[src/hw/rtl/tlv_pkg.sv]
// Shared types and constants for the TLV frame validator.
// Used by tlv_front, tlv_queue, tlv_back and tlv_frame_validator.
package tlv_pkg;

    localparam int unsigned LENGTH_BITS_DEFAULT = 20;
    localparam int unsigned MAX_FIELDS          = 15;
    localparam int unsigned HDR_SIZE            = 12;
    localparam int unsigned FHDR_SIZE           = 5;
    localparam int unsigned QUEUE_DEPTH         = 4;

    localparam logic [7:0] CFG_VERSION_RST = 8'd1;
    localparam logic [7:0] CFG_KIND_RST    = 8'd1;
    localparam logic [3:0] CFG_FIELDS_RST  = 4'd6;
    localparam int unsigned CFG_MAX_RST    = 4096;

    typedef enum logic [1:0] {
        CFG_VERSION  = 2'd0,
        CFG_KIND     = 2'd1,
        CFG_FIELDS   = 2'd2,
        CFG_MAX_SIZE = 2'd3
    } cfg_reg_t;

    typedef enum logic [3:0] {
        ST_OK        = 4'd0,
        ST_TRUNC     = 4'd1,
        ST_OVERSIZED = 4'd2,
        ST_MAGIC     = 4'd3,
        ST_VERSION   = 4'd4,
        ST_KIND      = 4'd5,
        ST_COUNT     = 4'd6,
        ST_BODY_SIZE = 4'd7,
        ST_DUPLICATE = 4'd8,
        ST_ORDER     = 4'd9,
        ST_UNKNOWN   = 4'd10,
        ST_FIELD_SET = 4'd11
    } status_t;

    typedef enum logic [1:0] {
        PH_HEADER = 2'd0,
        PH_FHDR   = 2'd1,
        PH_VALUE  = 2'd2,
        PH_IDLE   = 2'd3
    } phase_t;

    // Control part of one queued entry: a descriptor, a status, or both.
    typedef struct packed {
        logic       has_desc;
        logic       has_status;
        status_t    code;
        logic [3:0] idx;
        logic [7:0] tag;
    } tlv_ctl_t;

    function automatic logic [7:0] magic_byte(input logic [1:0] pos);
        logic [7:0] b;
        case (pos)
            2'd0:    b = 8'h4C;
            2'd1:    b = 8'h4B;
            2'd2:    b = 8'h52;
            default: b = 8'h32;
        endcase
        return b;
    endfunction

endpackage

[src/hw/rtl/tlv_frame_validator.sv]
// Top level of the TLV frame validator: parser, entry queue and output stage.
// Depends on tlv_pkg, tlv_front, tlv_queue and tlv_back.
//
//  channel  | ports                                   | direction | beat
//  ---------+-----------------------------------------+-----------+---------------------
//  s_       | s_valid/s_ready, data_byte, frame_end   | in        | one frame byte
//  m_       | m_valid/m_ready, is_status .. length    | out       | descriptor or status
//  cfg_     | cfg_valid/cfg_ready, cfg_index, cfg_data| in        | one register write
//
// Throughput: one byte per cycle while the queue is not full; each byte is parsed in the cycle it is accepted.
// A byte that yields a descriptor and a status gives two output beats; the
// four-entry queue between parser and output register absorbs these.
// Reset: synchronous, active low; config returns to defaults, no clearing pass.
// Stalls: s_ready drops only while the queue is full; cfg_ready is always high.
module tlv_frame_validator #(
    parameter int unsigned LENGTH_BITS = tlv_pkg::LENGTH_BITS_DEFAULT
) (
    input  logic                   aclk,
    input  logic                   aresetn,
    input  logic                   s_valid,
    output logic                   s_ready,
    input  logic [7:0]             s_data_byte,
    input  logic                   s_frame_end,
    output logic                   m_valid,
    input  logic                   m_ready,
    output logic                   m_is_status,
    output logic [3:0]             m_status,
    output logic [3:0]             m_field_index,
    output logic [7:0]             m_field_tag,
    output logic [LENGTH_BITS-1:0] m_value_offset,
    output logic [LENGTH_BITS-1:0] m_value_length,
    input  logic                   cfg_valid,
    output logic                   cfg_ready,
    input  logic [1:0]             cfg_index,
    input  logic [LENGTH_BITS-1:0] cfg_data
);
    import tlv_pkg::*;

    localparam int unsigned CTL_W = $bits(tlv_ctl_t);
    localparam int unsigned ENT_W = CTL_W + 2 * LENGTH_BITS;

    logic                   q_full;
    logic                   q_push;
    logic                   q_pop;
    logic                   q_valid;
    tlv_ctl_t               ent_ctl;
    logic [LENGTH_BITS-1:0] ent_off;
    logic [LENGTH_BITS-1:0] ent_len;
    logic [ENT_W-1:0]       q_data;
    tlv_ctl_t               q_ctl;
    logic [LENGTH_BITS-1:0] q_off;
    logic [LENGTH_BITS-1:0] q_len;

    tlv_front #(
        .LENGTH_BITS(LENGTH_BITS)
    ) u_front (
        .aclk        (aclk),
        .aresetn     (aresetn),
        .s_valid     (s_valid),
        .s_ready     (s_ready),
        .s_data_byte (s_data_byte),
        .s_frame_end (s_frame_end),
        .cfg_valid   (cfg_valid),
        .cfg_ready   (cfg_ready),
        .cfg_index   (cfg_index),
        .cfg_data    (cfg_data),
        .q_full      (q_full),
        .q_push      (q_push),
        .ent_ctl     (ent_ctl),
        .ent_off     (ent_off),
        .ent_len     (ent_len)
    );

    tlv_queue #(
        .WIDTH(ENT_W)
    ) u_queue (
        .aclk      (aclk),
        .aresetn   (aresetn),
        .push      (q_push),
        .push_data ({ent_ctl, ent_off, ent_len}),
        .full      (q_full),
        .pop       (q_pop),
        .q_valid   (q_valid),
        .q_data    (q_data)
    );

    assign q_ctl = tlv_ctl_t'(q_data[ENT_W-1 -: CTL_W]);
    assign q_off = q_data[2*LENGTH_BITS-1 -: LENGTH_BITS];
    assign q_len = q_data[LENGTH_BITS-1:0];

    tlv_back #(
        .LENGTH_BITS(LENGTH_BITS)
    ) u_back (
        .aclk           (aclk),
        .aresetn        (aresetn),
        .q_valid        (q_valid),
        .q_ctl          (q_ctl),
        .q_off          (q_off),
        .q_len          (q_len),
        .q_pop          (q_pop),
        .m_valid        (m_valid),
        .m_ready        (m_ready),
        .m_is_status    (m_is_status),
        .m_status       (m_status),
        .m_field_index  (m_field_index),
        .m_field_tag    (m_field_tag),
        .m_value_offset (m_value_offset),
        .m_value_length (m_value_length)
    );

endmodule

[src/hw/rtl/tlv_front.sv]
// Front end: configuration registers and the per-byte frame parser.
// Emits one queue entry per byte that yields a descriptor and/or a status. Uses tlv_pkg.
module tlv_front #(
    parameter int unsigned LENGTH_BITS = tlv_pkg::LENGTH_BITS_DEFAULT
) (
    input  logic                   aclk,
    input  logic                   aresetn,
    input  logic                   s_valid,
    output logic                   s_ready,
    input  logic [7:0]             s_data_byte,
    input  logic                   s_frame_end,
    input  logic                   cfg_valid,
    output logic                   cfg_ready,
    input  logic [1:0]             cfg_index,
    input  logic [LENGTH_BITS-1:0] cfg_data,
    input  logic                   q_full,
    output logic                   q_push,
    output tlv_pkg::tlv_ctl_t      ent_ctl,
    output logic [LENGTH_BITS-1:0] ent_off,
    output logic [LENGTH_BITS-1:0] ent_len
);
    import tlv_pkg::*;

    localparam int unsigned BC_W = LENGTH_BITS + 1;

    logic [7:0]             version_reg;
    logic [7:0]             kind_reg;
    logic [3:0]             fields_reg;
    logic [LENGTH_BITS-1:0] max_size_reg;

    logic [BC_W-1:0]        byte_count_reg, byte_count_next;
    phase_t                 phase_reg, phase_next;
    logic [2:0]             hdr_flags_reg, hdr_flags_next;
    logic [15:0]            count_word_reg, count_word_next;
    logic [31:0]            body_word_reg, body_word_next;
    logic [3:0]             field_num_reg, field_num_next;
    logic [7:0]             prev_tag_reg, prev_tag_next;
    logic [2:0]             fhb_reg, fhb_next;
    logic [31:0]            length_word_reg, length_word_next;
    logic [LENGTH_BITS-1:0] value_left_reg, value_left_next;
    status_t                field_err_reg, field_err_next;
    logic                   set_mis_reg, set_mis_next;
    logic                   trailing_reg, trailing_next;
    logic [7:0]             cur_tag_reg, cur_tag_next;

    logic                   acc;
    logic                   sat;
    logic [BC_W-1:0]        max_ext;
    logic [BC_W-1:0]        bc_inc;
    logic [BC_W-1:0]        pos_m11;
    logic [3:0]             fw;
    logic [3:0]             fn_inc;
    logic [2:0]             fhb_inc;
    logic [31:0]            len_new;
    status_t                code;
    status_t                fin;

    assign cfg_ready = 1'b1;
    assign s_ready   = !q_full;
    assign acc       = s_valid && s_ready;

    assign max_ext = {1'b0, max_size_reg};
    assign sat     = byte_count_reg >= max_ext;
    assign bc_inc  = byte_count_reg + BC_W'(1);
    assign pos_m11 = byte_count_reg - BC_W'(HDR_SIZE - 1);
    assign fw      = (32'(fields_reg) > MAX_FIELDS) ? 4'(MAX_FIELDS) : fields_reg;
    assign fn_inc  = field_num_reg + 4'd1;
    assign fhb_inc = fhb_reg + 3'd1;
    assign len_new = {length_word_reg[23:0], s_data_byte};

    always_ff @(posedge aclk) begin
        if (!aresetn) begin
            version_reg  <= CFG_VERSION_RST;
            kind_reg     <= CFG_KIND_RST;
            fields_reg   <= CFG_FIELDS_RST;
            max_size_reg <= LENGTH_BITS'(CFG_MAX_RST);
        end else if (cfg_valid && cfg_ready) begin
            case (cfg_reg_t'(cfg_index))
                CFG_VERSION:  version_reg  <= cfg_data[7:0];
                CFG_KIND:     kind_reg     <= cfg_data[7:0];
                CFG_FIELDS:   fields_reg   <= cfg_data[3:0];
                CFG_MAX_SIZE: max_size_reg <= cfg_data;
                default:      version_reg  <= version_reg;
            endcase
        end
    end

    always_ff @(posedge aclk) begin
        if (!aresetn) begin
            byte_count_reg  <= '0;
            phase_reg       <= PH_HEADER;
            hdr_flags_reg   <= '0;
            count_word_reg  <= '0;
            body_word_reg   <= '0;
            field_num_reg   <= '0;
            prev_tag_reg    <= '0;
            fhb_reg         <= '0;
            length_word_reg <= '0;
            value_left_reg  <= '0;
            field_err_reg   <= ST_OK;
            set_mis_reg     <= 1'b0;
            trailing_reg    <= 1'b0;
            cur_tag_reg     <= '0;
        end else begin
            byte_count_reg  <= byte_count_next;
            phase_reg       <= phase_next;
            hdr_flags_reg   <= hdr_flags_next;
            count_word_reg  <= count_word_next;
            body_word_reg   <= body_word_next;
            field_num_reg   <= field_num_next;
            prev_tag_reg    <= prev_tag_next;
            fhb_reg         <= fhb_next;
            length_word_reg <= length_word_next;
            value_left_reg  <= value_left_next;
            field_err_reg   <= field_err_next;
            set_mis_reg     <= set_mis_next;
            trailing_reg    <= trailing_next;
            cur_tag_reg     <= cur_tag_next;
        end
    end

    always_comb begin
        byte_count_next  = byte_count_reg;
        phase_next       = phase_reg;
        hdr_flags_next   = hdr_flags_reg;
        count_word_next  = count_word_reg;
        body_word_next   = body_word_reg;
        field_num_next   = field_num_reg;
        prev_tag_next    = prev_tag_reg;
        fhb_next         = fhb_reg;
        length_word_next = length_word_reg;
        value_left_next  = value_left_reg;
        field_err_next   = field_err_reg;
        set_mis_next     = set_mis_reg;
        trailing_next    = trailing_reg;
        cur_tag_next     = cur_tag_reg;
        code             = ST_OK;
        fin              = ST_OK;
        ent_ctl          = '0;
        ent_off          = '0;
        ent_len          = '0;

        if (acc) begin
            if (sat) begin
                // hold the count one past the limit; drop the byte
                byte_count_next = max_ext + BC_W'(1);
            end else begin
                byte_count_next = bc_inc;
                case (phase_reg)
                    PH_HEADER: begin
                        if (byte_count_reg < BC_W'(4)) begin
                            if (s_data_byte != magic_byte(byte_count_reg[1:0]))
                                hdr_flags_next[0] = 1'b1;
                        end else if (byte_count_reg == BC_W'(4)) begin
                            if (s_data_byte != version_reg) hdr_flags_next[1] = 1'b1;
                        end else if (byte_count_reg == BC_W'(5)) begin
                            if (s_data_byte != kind_reg) hdr_flags_next[2] = 1'b1;
                        end else if (byte_count_reg < BC_W'(8)) begin
                            count_word_next = {count_word_reg[7:0], s_data_byte};
                        end else begin
                            body_word_next = {body_word_reg[23:0], s_data_byte};
                        end
                        if (byte_count_reg >= BC_W'(HDR_SIZE - 1)) begin
                            fhb_next   = '0;
                            phase_next = (fw == 4'd0) ? PH_IDLE : PH_FHDR;
                        end
                    end
                    PH_FHDR: begin
                        if (fhb_reg == 3'd0) begin
                            cur_tag_next     = s_data_byte;
                            length_word_next = '0;
                        end else begin
                            length_word_next = len_new;
                        end
                        fhb_next = fhb_inc;
                        if (fhb_inc >= 3'(FHDR_SIZE)) begin
                            fhb_next = '0;
                            if (field_num_reg != 4'd0 && cur_tag_reg == prev_tag_reg) begin
                                code = ST_DUPLICATE;
                            end else if (field_num_reg != 4'd0
                                         && cur_tag_reg < prev_tag_reg) begin
                                code = ST_ORDER;
                            end else if (cur_tag_reg == 8'd0
                                         || cur_tag_reg > {4'd0, fw}) begin
                                code = ST_UNKNOWN;
                            end else begin
                                if (cur_tag_reg != {4'd0, fn_inc}) set_mis_next = 1'b1;
                                if (len_new > 32'(max_size_reg)) code = ST_OVERSIZED;
                            end
                            if (code != ST_OK) begin
                                field_err_next = code;
                                phase_next     = PH_IDLE;
                            end else begin
                                prev_tag_next = cur_tag_reg;
                                if (hdr_flags_reg == 3'd0
                                    && count_word_reg == 16'(fields_reg)) begin
                                    ent_ctl.has_desc = 1'b1;
                                    ent_ctl.idx      = field_num_reg;
                                    ent_ctl.tag      = cur_tag_reg;
                                    ent_off          = bc_inc[LENGTH_BITS-1:0];
                                    ent_len          = len_new[LENGTH_BITS-1:0];
                                end
                                if (len_new == 32'd0) begin
                                    field_num_next = fn_inc;
                                    phase_next     = (fn_inc >= fw) ? PH_IDLE : PH_FHDR;
                                end else begin
                                    value_left_next = len_new[LENGTH_BITS-1:0];
                                    phase_next      = PH_VALUE;
                                end
                            end
                        end
                    end
                    PH_VALUE: begin
                        value_left_next = value_left_reg - LENGTH_BITS'(1);
                        if (value_left_reg <= LENGTH_BITS'(1)) begin
                            value_left_next = '0;
                            field_num_next  = fn_inc;
                            phase_next      = (fn_inc >= fw) ? PH_IDLE : PH_FHDR;
                        end
                    end
                    default: begin
                        if (field_err_reg == ST_OK) trailing_next = 1'b1;
                    end
                endcase
            end

            if (s_frame_end) begin
                if (sat) begin
                    fin = ST_OVERSIZED;
                end else if (byte_count_reg < BC_W'(HDR_SIZE - 1)) begin
                    fin = ST_TRUNC;
                end else if (hdr_flags_next[0]) begin
                    fin = ST_MAGIC;
                end else if (hdr_flags_next[1]) begin
                    fin = ST_VERSION;
                end else if (hdr_flags_next[2]) begin
                    fin = ST_KIND;
                end else if (count_word_next != 16'(fields_reg)) begin
                    fin = ST_COUNT;
                end else if (body_word_next != 32'(pos_m11)) begin
                    fin = ST_BODY_SIZE;
                end else if (field_err_next != ST_OK) begin
                    fin = field_err_next;
                end else if (phase_next != PH_IDLE) begin
                    fin = ST_TRUNC;
                end else if (trailing_next) begin
                    fin = ST_BODY_SIZE;
                end else if (set_mis_next) begin
                    fin = ST_FIELD_SET;
                end
                ent_ctl.has_status = 1'b1;
                ent_ctl.code       = fin;

                byte_count_next  = '0;
                phase_next       = PH_HEADER;
                hdr_flags_next   = '0;
                count_word_next  = '0;
                body_word_next   = '0;
                field_num_next   = '0;
                prev_tag_next    = '0;
                fhb_next         = '0;
                length_word_next = '0;
                value_left_next  = '0;
                field_err_next   = ST_OK;
                set_mis_next     = 1'b0;
                trailing_next    = 1'b0;
                cur_tag_next     = '0;
            end
        end

        q_push = ent_ctl.has_desc || ent_ctl.has_status;
    end

endmodule

[src/hw/rtl/tlv_queue.sv]
// Short FIFO of parsed entries between the parser and the output stage.
// Register array with head/tail pointers; depth from tlv_pkg.
module tlv_queue #(
    parameter int unsigned WIDTH = 8
) (
    input  logic             aclk,
    input  logic             aresetn,
    input  logic             push,
    input  logic [WIDTH-1:0] push_data,
    output logic             full,
    input  logic             pop,
    output logic             q_valid,
    output logic [WIDTH-1:0] q_data
);
    import tlv_pkg::*;

    localparam int unsigned PTR_W = $clog2(QUEUE_DEPTH);
    localparam int unsigned CNT_W = $clog2(QUEUE_DEPTH + 1);

    logic [WIDTH-1:0] mem_reg [QUEUE_DEPTH];
    logic [PTR_W-1:0] wr_ptr_reg, wr_ptr_next;
    logic [PTR_W-1:0] rd_ptr_reg, rd_ptr_next;
    logic [CNT_W-1:0] count_reg, count_next;

    assign full    = count_reg == CNT_W'(QUEUE_DEPTH);
    assign q_valid = count_reg != '0;
    assign q_data  = mem_reg[rd_ptr_reg];

    always_comb begin
        wr_ptr_next = push ? wr_ptr_reg + PTR_W'(1) : wr_ptr_reg;
        rd_ptr_next = pop  ? rd_ptr_reg + PTR_W'(1) : rd_ptr_reg;
        count_next  = count_reg;
        if (push && !pop) begin
            count_next = count_reg + CNT_W'(1);
        end else if (pop && !push) begin
            count_next = count_reg - CNT_W'(1);
        end
    end

    always_ff @(posedge aclk) begin
        if (push) begin
            mem_reg[wr_ptr_reg] <= push_data;
        end
    end

    always_ff @(posedge aclk) begin
        if (!aresetn) begin
            wr_ptr_reg <= '0;
            rd_ptr_reg <= '0;
            count_reg  <= '0;
        end else begin
            wr_ptr_reg <= wr_ptr_next;
            rd_ptr_reg <= rd_ptr_next;
            count_reg  <= count_next;
        end
    end

    a_no_overflow: assert property (@(posedge aclk) disable iff (!aresetn)
        push |-> (count_reg != CNT_W'(QUEUE_DEPTH)))
        else $error("queue push while full");

    a_no_underflow: assert property (@(posedge aclk) disable iff (!aresetn)
        pop |-> (count_reg != '0))
        else $error("queue pop while empty");

endmodule

[src/hw/rtl/tlv_back.sv]
// Output stage: turns queued entries into result beats, descriptor before status.
// Holds the beat in an output register until taken. Uses tlv_pkg.
module tlv_back #(
    parameter int unsigned LENGTH_BITS = tlv_pkg::LENGTH_BITS_DEFAULT
) (
    input  logic                   aclk,
    input  logic                   aresetn,
    input  logic                   q_valid,
    input  tlv_pkg::tlv_ctl_t      q_ctl,
    input  logic [LENGTH_BITS-1:0] q_off,
    input  logic [LENGTH_BITS-1:0] q_len,
    output logic                   q_pop,
    output logic                   m_valid,
    input  logic                   m_ready,
    output logic                   m_is_status,
    output logic [3:0]             m_status,
    output logic [3:0]             m_field_index,
    output logic [7:0]             m_field_tag,
    output logic [LENGTH_BITS-1:0] m_value_offset,
    output logic [LENGTH_BITS-1:0] m_value_length
);
    import tlv_pkg::*;

    logic                   m_valid_reg, m_valid_next;
    logic                   is_status_reg, is_status_next;
    status_t                status_reg, status_next;
    logic [3:0]             idx_reg, idx_next;
    logic [7:0]             tag_reg, tag_next;
    logic [LENGTH_BITS-1:0] off_reg, off_next;
    logic [LENGTH_BITS-1:0] len_reg, len_next;
    logic                   pend_reg, pend_next;
    status_t                pend_code_reg, pend_code_next;
    logic                   load;

    assign load  = !m_valid_reg || m_ready;
    assign q_pop = load && !pend_reg && q_valid;

    always_comb begin
        m_valid_next   = m_valid_reg;
        is_status_next = is_status_reg;
        status_next    = status_reg;
        idx_next       = idx_reg;
        tag_next       = tag_reg;
        off_next       = off_reg;
        len_next       = len_reg;
        pend_next      = pend_reg;
        pend_code_next = pend_code_reg;
        if (load) begin
            if (pend_reg) begin
                // status that trailed a descriptor on the same byte
                m_valid_next   = 1'b1;
                is_status_next = 1'b1;
                status_next    = pend_code_reg;
                idx_next       = '0;
                tag_next       = '0;
                off_next       = '0;
                len_next       = '0;
                pend_next      = 1'b0;
            end else if (q_valid) begin
                m_valid_next = 1'b1;
                if (q_ctl.has_desc) begin
                    is_status_next = 1'b0;
                    status_next    = ST_OK;
                    idx_next       = q_ctl.idx;
                    tag_next       = q_ctl.tag;
                    off_next       = q_off;
                    len_next       = q_len;
                    pend_next      = q_ctl.has_status;
                    pend_code_next = q_ctl.code;
                end else begin
                    is_status_next = 1'b1;
                    status_next    = q_ctl.code;
                    idx_next       = '0;
                    tag_next       = '0;
                    off_next       = '0;
                    len_next       = '0;
                end
            end else begin
                m_valid_next = 1'b0;
            end
        end
    end

    always_ff @(posedge aclk) begin
        if (!aresetn) begin
            m_valid_reg <= 1'b0;
            pend_reg    <= 1'b0;
        end else begin
            m_valid_reg <= m_valid_next;
            pend_reg    <= pend_next;
        end
    end

    always_ff @(posedge aclk) begin
        is_status_reg <= is_status_next;
        status_reg    <= status_next;
        idx_reg       <= idx_next;
        tag_reg       <= tag_next;
        off_reg       <= off_next;
        len_reg       <= len_next;
        pend_code_reg <= pend_code_next;
    end

    assign m_valid        = m_valid_reg;
    assign m_is_status    = is_status_reg;
    assign m_status       = status_reg;
    assign m_field_index  = idx_reg;
    assign m_field_tag    = tag_reg;
    assign m_value_offset = off_reg;
    assign m_value_length = len_reg;

    a_pend_behind_desc: assert property (@(posedge aclk) disable iff (!aresetn)
        pend_reg |-> (m_valid_reg && !is_status_reg))
        else $error("pending status without a descriptor beat in front");

    a_pend_follows: assert property (@(posedge aclk) disable iff (!aresetn)
        (m_valid_reg && m_ready && pend_reg) |=> (m_valid_reg && is_status_reg))
        else $error("pending status not presented after descriptor beat");

endmodule
[config.mk]
export PLATFORM = sky130hd
export DESIGN_NAME = tlv_frame_validator
export DESIGN_NICKNAME = d
export VERILOG_FILES = /design/src/hw/rtl/tlv_pkg.sv /design/src/hw/rtl/tlv_frame_validator.sv /design/src/hw/rtl/tlv_front.sv /design/src/hw/rtl/tlv_queue.sv /design/src/hw/rtl/tlv_back.sv
export SDC_FILE = /design/constraint.sdc
export NUM_CORES = 1
export LEC_CHECK = 0
export ABC_AREA = 1
export BUFFER_PORTS_ARGS = -buffer_cell sky130_fd_sc_hd__buf_4
export CAP_MARGIN = 20
export CORE_ASPECT_RATIO = 1.75
export CORE_MARGIN = 4
export CORE_UTILIZATION = 48
export CTS_BUF_LIST = sky130_fd_sc_hd__clkbuf_16
export CTS_CLUSTER_DIAMETER = 120
export DETAILED_ROUTE_END_ITERATION = 16
export PLACE_DENSITY_LB_ADDON = 0.08
export SLEW_MARGIN = 5
export SYNTH_ARGS = -nofsm -noshare
export SYNTH_HDL_FRONTEND = slang
export SYNTH_HIERARCHICAL = 1
export SYNTH_SLANG_ARGS = --single-unit
export TNS_END_PERCENT = 30
[constraint.sdc]
create_clock -name aclk -period 5.2 [get_ports aclk]
set_input_delay 0.26 -clock aclk [delete_from_list [all_inputs] [get_ports aclk]]
set_output_delay 0.26 -clock aclk [all_outputs]
set_load 0.01 [all_outputs]
==> results.md <==
* # setup viols final at 0
* 1st-pass router iterations at 6
* Main synth FF type: edfxtp_1
* Drt initial violations at 1,322
* # diodes at 0
* Via Count at 20,900
* Hold Vio Cnt, Final at 0
* First-pass GRT wire length at 114 mm
* Postcts setup bufs at 0
* Die height at 312 µm
* Die area at 0.0568 mm²
* Routed vias/inst at 5.53
* Nets at 3,168
* Routed WL per cell at 19.6 µm
* RSZ-0062 raised after global routing: false
* Row count at 111
* Reg clk slew, reported paths at 60 ps
* Fmax at 238 MHz
* Part of the cycle the worst path needs at 80.7%
* HP Class: in -> reg
* Commonest cells after routing, fill and taps aside: nand2_1, nor2_1, inv_1
* Later-pin clock latency in the skew report at 580 ps
* Vias in the first global route at 20,200
* Final WL at 74.1 mm
* Synth Area per Inst at 8.41 µm²
* DRC violations left at 0
* Post-synth EDFFs at 293
* Layout Skew at 15.4 ps
* Critical Path End Type: flop
* Type of the worst setup path: reg -> reg
* Root Buffer Master: clkbuf_16
* Largest register FFs at 232
* Lkg Pwr at 11.3 nW
* PortBufs at 94
* Maximum VDD drop at 634 µV
* Synth top area share at 34.6%
* Io pins at 96
* Core area at 0.0524 mm²
* FFs w/ async S/R, synth at 0%
* Worst Tran Pin Value at 1010 ps
* Worst setup SP type: flop
* Area leader, netlist: edfxtp_1
* Hpwl dp at 51.8 mm
* Total congestion overflow at 0
* Fraction of layout cells with a size suffix above 1 at 10.0%
* Post-cts resize count at 0
* TritonCTS clock tree: yes
* Seq/Total Area, Yosys at 50.2%
* Final Slew Violations at 0
* Multi-input gate area at 0.0106 mm²
* Starting Density at 48.5%
* Status: finished clean
* CP max FO at 40
* Layout area overhead at 10.2%
* PwrDens at 684 mW/mm²
* Largest net degree at the start of global routing at 117
* Final ANT Viol Nets at 0
* CTS Buf Count at 47
* Worst endpoint data arrival time at 4480 ps
* #FFs+latches synth at 491
* Max cap viols at 0
* Initial antenna violation count at 0
* Worst EP required at 5490 ps
* Gp weighted congestion at 0.952
* Cells after synthesis at 3,021
* H-tree Lvls at 2
* Synth Cell Area at 0.0254 mm²
* YS warnings at 6
* Setup TNS at 0 ps
* Min Tclk post-route at 4190 ps
* Worst rel slew slack at 32.3%
* CTS Hold Bufs at 9
* Most common cell after layout, fill and taps aside: nand2_1
* Top cells by area, synth: edfxtp_1, dfxtp_1, nand2_1
* Total power at 0.0192 W
* Filler cell count at 4,860
* FF-to-FF setup slack at 1010 ps
* Register Area at 0.0128 mm²
* Aggregate global-route resource usage at 25.3%
* Worst-case clock buffer depth at 3
* Synth unique cells at 63
* Die X at 182 µm
* Clock sinks at 491
-- per-stage QoR --
stage	area [µm²]	worst slack, ps	utilization (%)	instances	hold WS [ps]
final	28000	1010	53.5	3775	52.9
after global routing	28000	668	53.5	3775	62.5
after CTS	28000	1040	53.5	3775	19.0
after detailed placement	26400	1080	50.5	3679	432
after global placement	26400	1150	50.5	3679	420
after floorplan	25400	1390	-	3024	381
-- worst max-delay path, stage by stage (launching register included) --
cell and delay (ps):
dfxtp_1 590, ha_1 350, nand2_1 100, inv_1 50, nand2_1 60, nand3_1 100
nand2_1 110, nand3_1 130, nor2_4 340, buf_4 470, nand2_1 160, nand3b_1 110
nand2_1 50, nor2_1 260, nand3_1 130, nor2_1 120, nand3_1 220, inv_1 140
nand2_1 60, nand2_1 50, nand2_1 40, nand2_1 70, a21oi_1 130
-- synthesized netlist by cell type, drive strengths merged (2+ instances only) --
library cell,instances
o21ai,270
nor2,432
xor2,68
dfxtp,198
clkbuf,84
a21o,2
or2,10
inv,323
o221ai,7
a21oi,209
o2111ai,4
conb,2
clkinv,2
o22ai,62
a21boi,3
o211ai,8
nand3,136
nor4,20
xnor2,5
a211oi,42
nand2,619
nor3,38
ha,72
buf,63
edfxtp,293
o31ai,4
nand4,21
nand3b,9
a31oi,6
-- final timing paths --
check                                  from                      to  cells past startpoint
hold / removal                      m_ready          u_back/m_valid                      4
hold reg to reg       u_queue/rd_ptr_reg[1]                    flop                      1
setup reg to reg  u_front/byte_count_reg[4]  u_queue/mem_reg[3][53]                     22
setup / recovery  u_front/byte_count_reg[4]  u_queue/mem_reg[3][53]                     22
-- routing by layer --
layer  share of wire [%]  track usage, %  wire, µm
met2                  51            46.0     37700
met3                 4.4            2.77      3240
met4                 6.1            13.0      4540
met1                  39            29.1     28600
met5                   0               0         0
-- area by class of cell --
type,instances,area share (%)
clock buffer,49,4.38
tap,678,3.03
sequential,491,45.6
inverter,325,4.39
multi-input combinational,2061,37.8
timing repair buffer,133,3.87
clock inverter,38,0.947
-- power breakdown --
part	switching [W]	total, W	internal [W]	leakage [nW]
logic	0.00712	0.0103	0.00323	6.17
registers	0.000503	0.00547	0.00497	4.38
clock network	0.00152	0.00334	0.00182	0.768
-- cell families after synthesis --
family	count (synthesis)	share of synthesized area (%)
AND/OR/NAND/NOR	1287	21.8
AO/OA/AOI/OAI	623	13.5
flip-flops	491	50.2
adder cells (fa/ha/maj)	73	3.62
XOR/XNOR	73	2.52
other	2	0.0295
buffers and inverters	472	8.32
No activity file was read; power rests on OpenSTA's default activity.
